--- src/rtl/mqbrb_pkg.sv ---
// Package for the multi-queue byte ring buffer.
// Holds the transfer payload types, action codes, state codes and default sizes.
// Depends on nothing.
package mqbrb_pkg;

    localparam int DEF_NUM_QUEUES  = 4;
    localparam int DEF_QUEUE_DEPTH = 512;

    localparam logic [1:0] ACT_ENQ  = 2'd0;
    localparam logic [1:0] ACT_DEQ  = 2'd1;
    localparam logic [1:0] ACT_STAT = 2'd2;

    typedef struct packed {
        logic [1:0] action;
        logic [3:0] queue_id;
        logic [7:0] enqueue_data;
    } t_in_item;

    typedef struct packed {
        logic       ok;
        logic [7:0] read_byte;
        logic       is_empty;
        logic       is_full;
    } t_out_item;

    typedef enum logic [2:0] {
        S_IDLE = 3'b001,
        S_EXEC = 3'b010,
        S_DONE = 3'b100
    } t_state;

    typedef struct packed {
        logic load;
        logic exec;
    } t_ctrl_cmd;

endpackage

--- src/rtl/mqbrb_ctrl.sv ---
// Controller state machine of the multi-queue byte ring buffer.
// Sequences request capture, execution and result transfer.
// Depends on mqbrb_pkg.
module mqbrb_ctrl
    import mqbrb_pkg::*;
(
    input  logic      i_clk,
    input  logic      i_rst_n,
    input  logic      i_in_valid,
    output logic      o_in_ready,
    output logic      o_out_valid,
    input  logic      i_out_ready,
    output t_ctrl_cmd o_cmd
);

    t_state r_state;
    t_state n_state;

    always_comb begin
        n_state = r_state;
        unique case (r_state)
            S_IDLE: begin
                if (i_in_valid) begin
                    n_state = S_EXEC;
                end
            end
            S_EXEC: begin
                n_state = S_DONE;
            end
            S_DONE: begin
                if (i_out_ready) begin
                    n_state = i_in_valid ? S_EXEC : S_IDLE;
                end
            end
            default: begin
                n_state = S_IDLE;
            end
        endcase
    end

    always_ff @(posedge i_clk) begin
        if (!i_rst_n) begin
            r_state <= S_IDLE;
        end else begin
            r_state <= n_state;
        end
    end

    assign o_in_ready  = (r_state == S_IDLE) || ((r_state == S_DONE) && i_out_ready);
    assign o_out_valid = (r_state == S_DONE);
    assign o_cmd.load  = i_in_valid && o_in_ready;
    assign o_cmd.exec  = (r_state == S_EXEC);

`ifndef SYNTHESIS
    a_load_then_exec: assert property (@(posedge i_clk) disable iff (!i_rst_n)
        o_cmd.load |=> o_cmd.exec)
        else $error("captured request was not executed");
    a_exec_then_result: assert property (@(posedge i_clk) disable iff (!i_rst_n)
        o_cmd.exec |=> (o_out_valid && !o_in_ready) || (o_out_valid && i_out_ready))
        else $error("execution did not present a result");
    a_no_accept_during_exec: assert property (@(posedge i_clk) disable iff (!i_rst_n)
        o_cmd.exec |-> !o_in_ready)
        else $error("input accepted while a request executes");
`endif

endmodule

--- config.mk ---
export PLATFORM = sky130hd
export DESIGN_NAME = mqbrb_ctrl
export DESIGN_NICKNAME = d
export VERILOG_FILES = /design/src/rtl/mqbrb_pkg.sv /design/src/rtl/mqbrb_ctrl.sv
export SDC_FILE = /design/constraint.sdc
export NUM_CORES = 1
export LEC_CHECK = 0
export BUFFER_PORTS_ARGS = -buffer_cell sky130_fd_sc_hd__buf_2
export CORE_AREA = 4 4 41 43
export CTS_CLUSTER_DIAMETER = 80
export DETAILED_ROUTE_END_ITERATION = 12
export DIE_AREA = 0 0 45 47
export PLACE_DENSITY = 0.3
export SYNTH_ARGS = -nofsm -noshare
export SYNTH_HDL_FRONTEND = slang
export SYNTH_SLANG_ARGS = --single-unit
--- constraint.sdc ---
create_clock -name i_clk -period 1.1 [get_ports i_clk]
set_clock_uncertainty 0.05 [all_clocks]
set_input_delay 0.165 -clock i_clk [delete_from_list [all_inputs] [get_ports i_clk]]
set_output_delay 0.165 -clock i_clk [all_outputs]
set_load 0.02 [all_outputs]
==> flow_metrics.py <==
metrics = {
    "routing": {
        "vias": 182,
        "dr.pass1.iters": 2,
        "drt_iter0_drc": 1,
        "drc": 0,
        "vias_per_cell": 3.792,
        "antenna_left": 0,
        "wl_per_cell_microns": 9.146,
        "wirelength_microns": 439,
    },
    "timing": {
        "tightestPinTransition_ps": 201.7,
        "slew_headroom": 0.8645,
        "finalCritPeriodShare": 1.162,
        "min_period_ps": 1278,
        "fmaxAchievable_mhz": 782.2,
        "slew_viol_final": 0,
        "hold_viol": 0,
        "rsz0062_at_grt": "yes",
        "setup_viol_count_final": 5,
        "fin_ws_ps": -178.4,
    },
    "floorplanning": {
        "die_h_microns": 47,
        "core_area_sq_um": 1301,
        "die-area_sq_um": 2115,
        "io_pins": 8,
        "die_x_microns": 45,
        "start_util": 0.1212,
        "placementRows": 13,
    },
    "logic_synthesis": {
        "synth.avg_cell_area_sq_um": 8.297,
        "synth_cells": 19,
        "yosysSeqAreaShare": 0.3810,
        "synth_area_sq_um": 157.7,
        "synth.distinct_cells": 12,
        "ys_seq_elements": 3,
        "synth_top_area_frac": 0.3810,
        "synth_nets": 23,
        "synth_area_leaders": "dfxtp_1, nand2b_1, and3b_2",
        "yosysTopAreaCell": "dfxtp_1",
        "ys_warn_count": 0,
    },
    "power": {
        "peakVddDrop_mv": 0.3403,
        "leakage_uw": 0.0001284,
        "finalPower_uw": 397.7,
        "powerDensity_nw_per_um2": 1246,
    },
    "worst_setup_path": {
        "crit_slowest_cell": "dfxtp_2",
        "rr_endpoint": "r_state[0]$_SDFFE_PN1P_",
        "max_stage_delay_ps": 330,
        "cp.required_ps": 880,
        "crit_path_end_kind": "primary output",
        "crit_buf_inv": 1,
        "cp_cell_sequence": "nand3b_1 > a21oi_2 > buf_4",
        "reg2reg_from": "r_state[2]$_SDFFE_PN0P_",
        "r2r_slack_ps": -30,
        "critPathTopFamily": "flip-flops",
        "r2r.worst_path.cells": 5,
        "crit_type": "reg -> out",
        "crit_arrival_ps": 1060,
        "crit_path_start_kind": "register",
        "crit_fanout": 4,
    },
    "worst_hold_path": {
        "hold_path_end": "r_state[0]$_SDFFE_PN1P_",
        "min_from": "i_rst_n",
        "min_path_type": "in -> reg",
        "hold_depth": 2,
    },
    "clock_tree": {
        "cts_tree": "built",
        "cts_buffer_depth": 2,
        "cts.sinks": 3,
        "clockRootBuffer": "clkbuf_4",
        "htreeDepth": 1,
        "cts_buffers": 3,
        "worstSkewPairLatency_ps": 230,
        "clk_pin_slew_ps": 40,
    },
    "run": {
        "cap_violations": 0,
    },
    "finish": {
        "design_area_sq_um": 319.1,
        "fin_util": 0.2452,
        "drive_gt1_frac": 0.6970,
        "top_register": "r_state",
        "largest_reg_flops": 3,
        "area_growth_pct": 102.4,
        "top_regs": "r_state (3)",
        "diodes": 0,
        "layout.nets": 38,
    },
    "place": {
        "portBuffers": 7,
        "place_area_sq_um": 219.0,
        "gp_congestion": 0.7119,
        "post-dp-hpwl_microns": 308.5,
        "dp_slack_ps": 36.64,
    },
    "global_routing": {
        "grt_usage": 0.05292,
        "grt_pass1_vias": 180,
        "grt_pass1_wl_microns": 731,
        "grt_max_degree": 5,
        "grt_antenna_before_repair": 0,
        "overflow": 0,
    },
    "run_status": {
        "failed_checks": "setup timing",
        "status": "complete, but fails checks",
    },
}
-- cells by family (layout without fill, tap and decap cells) --
logic type	after synthesis	after routing	share of synthesized area
and+or+nand+nor	11	11	0.4286
AOI/OAI and AO/OA	5	5	0.1905
buffers and inverters	0	14	0
DFF	3	3	0.3810
-- through the flow --
step | hold WS [ps] | setup TNS [ps] | std cells
6_report | 77.00 | -598.8 | 48
5_1_grt | 83.57 | -917.9 | 48
4_1_cts | 67.57 | -669.3 | 48
3_5_place_dp | 322.0 | 0 | 42
3_3_place_gp | 329.2 | 0 | 42
2_1_floorplan | 191.2 | 0 | 19
-- how the worst max path moves through the flow --
stage | start | to | cells after the start
after floorplan | r_state[0]$_SDFFE_PN1P_ | o_in_ready | 2
after global placement | r_state[0]$_SDFFE_PN1P_ | o_cmd[1] | 3
after detailed placement | r_state[2]$_SDFFE_PN0P_ | o_cmd[1] | 3
after CTS | r_state[0]$_SDFFE_PN1P_ | o_cmd[1] | 3
after global routing | r_state[2]$_SDFFE_PN0P_ | o_cmd[1] | 3
final | r_state[0]$_SDFFE_PN1P_ | o_cmd[1] | 3
-- final cells by class --
type	instances	area (sq um)
well taps	15	18.77
repair buffers	10	78.83
flip-flops and latches	3	63.81
multi-input cells	16	131.4
clock buffers	4	26.28
fillers	146	982.2
-- layer usage --
layer | up-vias | track usage | routed length, microns
met5 | - | 0 | 0
li1 | 94 | - | -
met2 | 7 | 0.05367 | 182
met3 | 0 | 0.04215 | 60
met1 | 81 | 0.06364 | 195
met4 | 0 | 0.05263 | 0
-- Yosys cell counts, drive strengths merged --
cell    number
nand3b       1
nand2b       4
nor2b        1
and2         1
o21ai        2
nor2         2
dfxtp        3
a21oi        2
nor3         1
o22ai        1
and3b        1
-- worst register-to-register path: stages (launching register included) --
cell and delay [ps]:
dfxtp_2 320, buf_4 140, nand2b_4 140, buf_4 140, o22ai_1 150, o21ai_1 80
-- placed cells by master, fill, tap and decap left out, types with 2 or more instances in the layout --
cell type,synthesis,layout
buf_6,0,3
buf_4,0,4
dfxtp_2,0,3
clkbuf_4,0,3
buf_2,0,3
nand2b_4,0,2
nor2_4,0,2
nand2b_1,4,2
-- what timing repair did --
action,in CTS,in global routing
resized for setup,14,5
buffers inserted,2,0
pin swaps,1,2
cloned,0,0
setup endpoints to repair,4,6
hold buffers,0,0
-- report_power, final --
group / switching [uW] / total, uW / internal [uW]
clock: 55.7 / 192 / 136
combinational: 40.9 / 82.9 / 42.0
sequential: 6.64 / 123 / 117
total: 103 / 398 / 294
(Power assumes the default switching activity.)
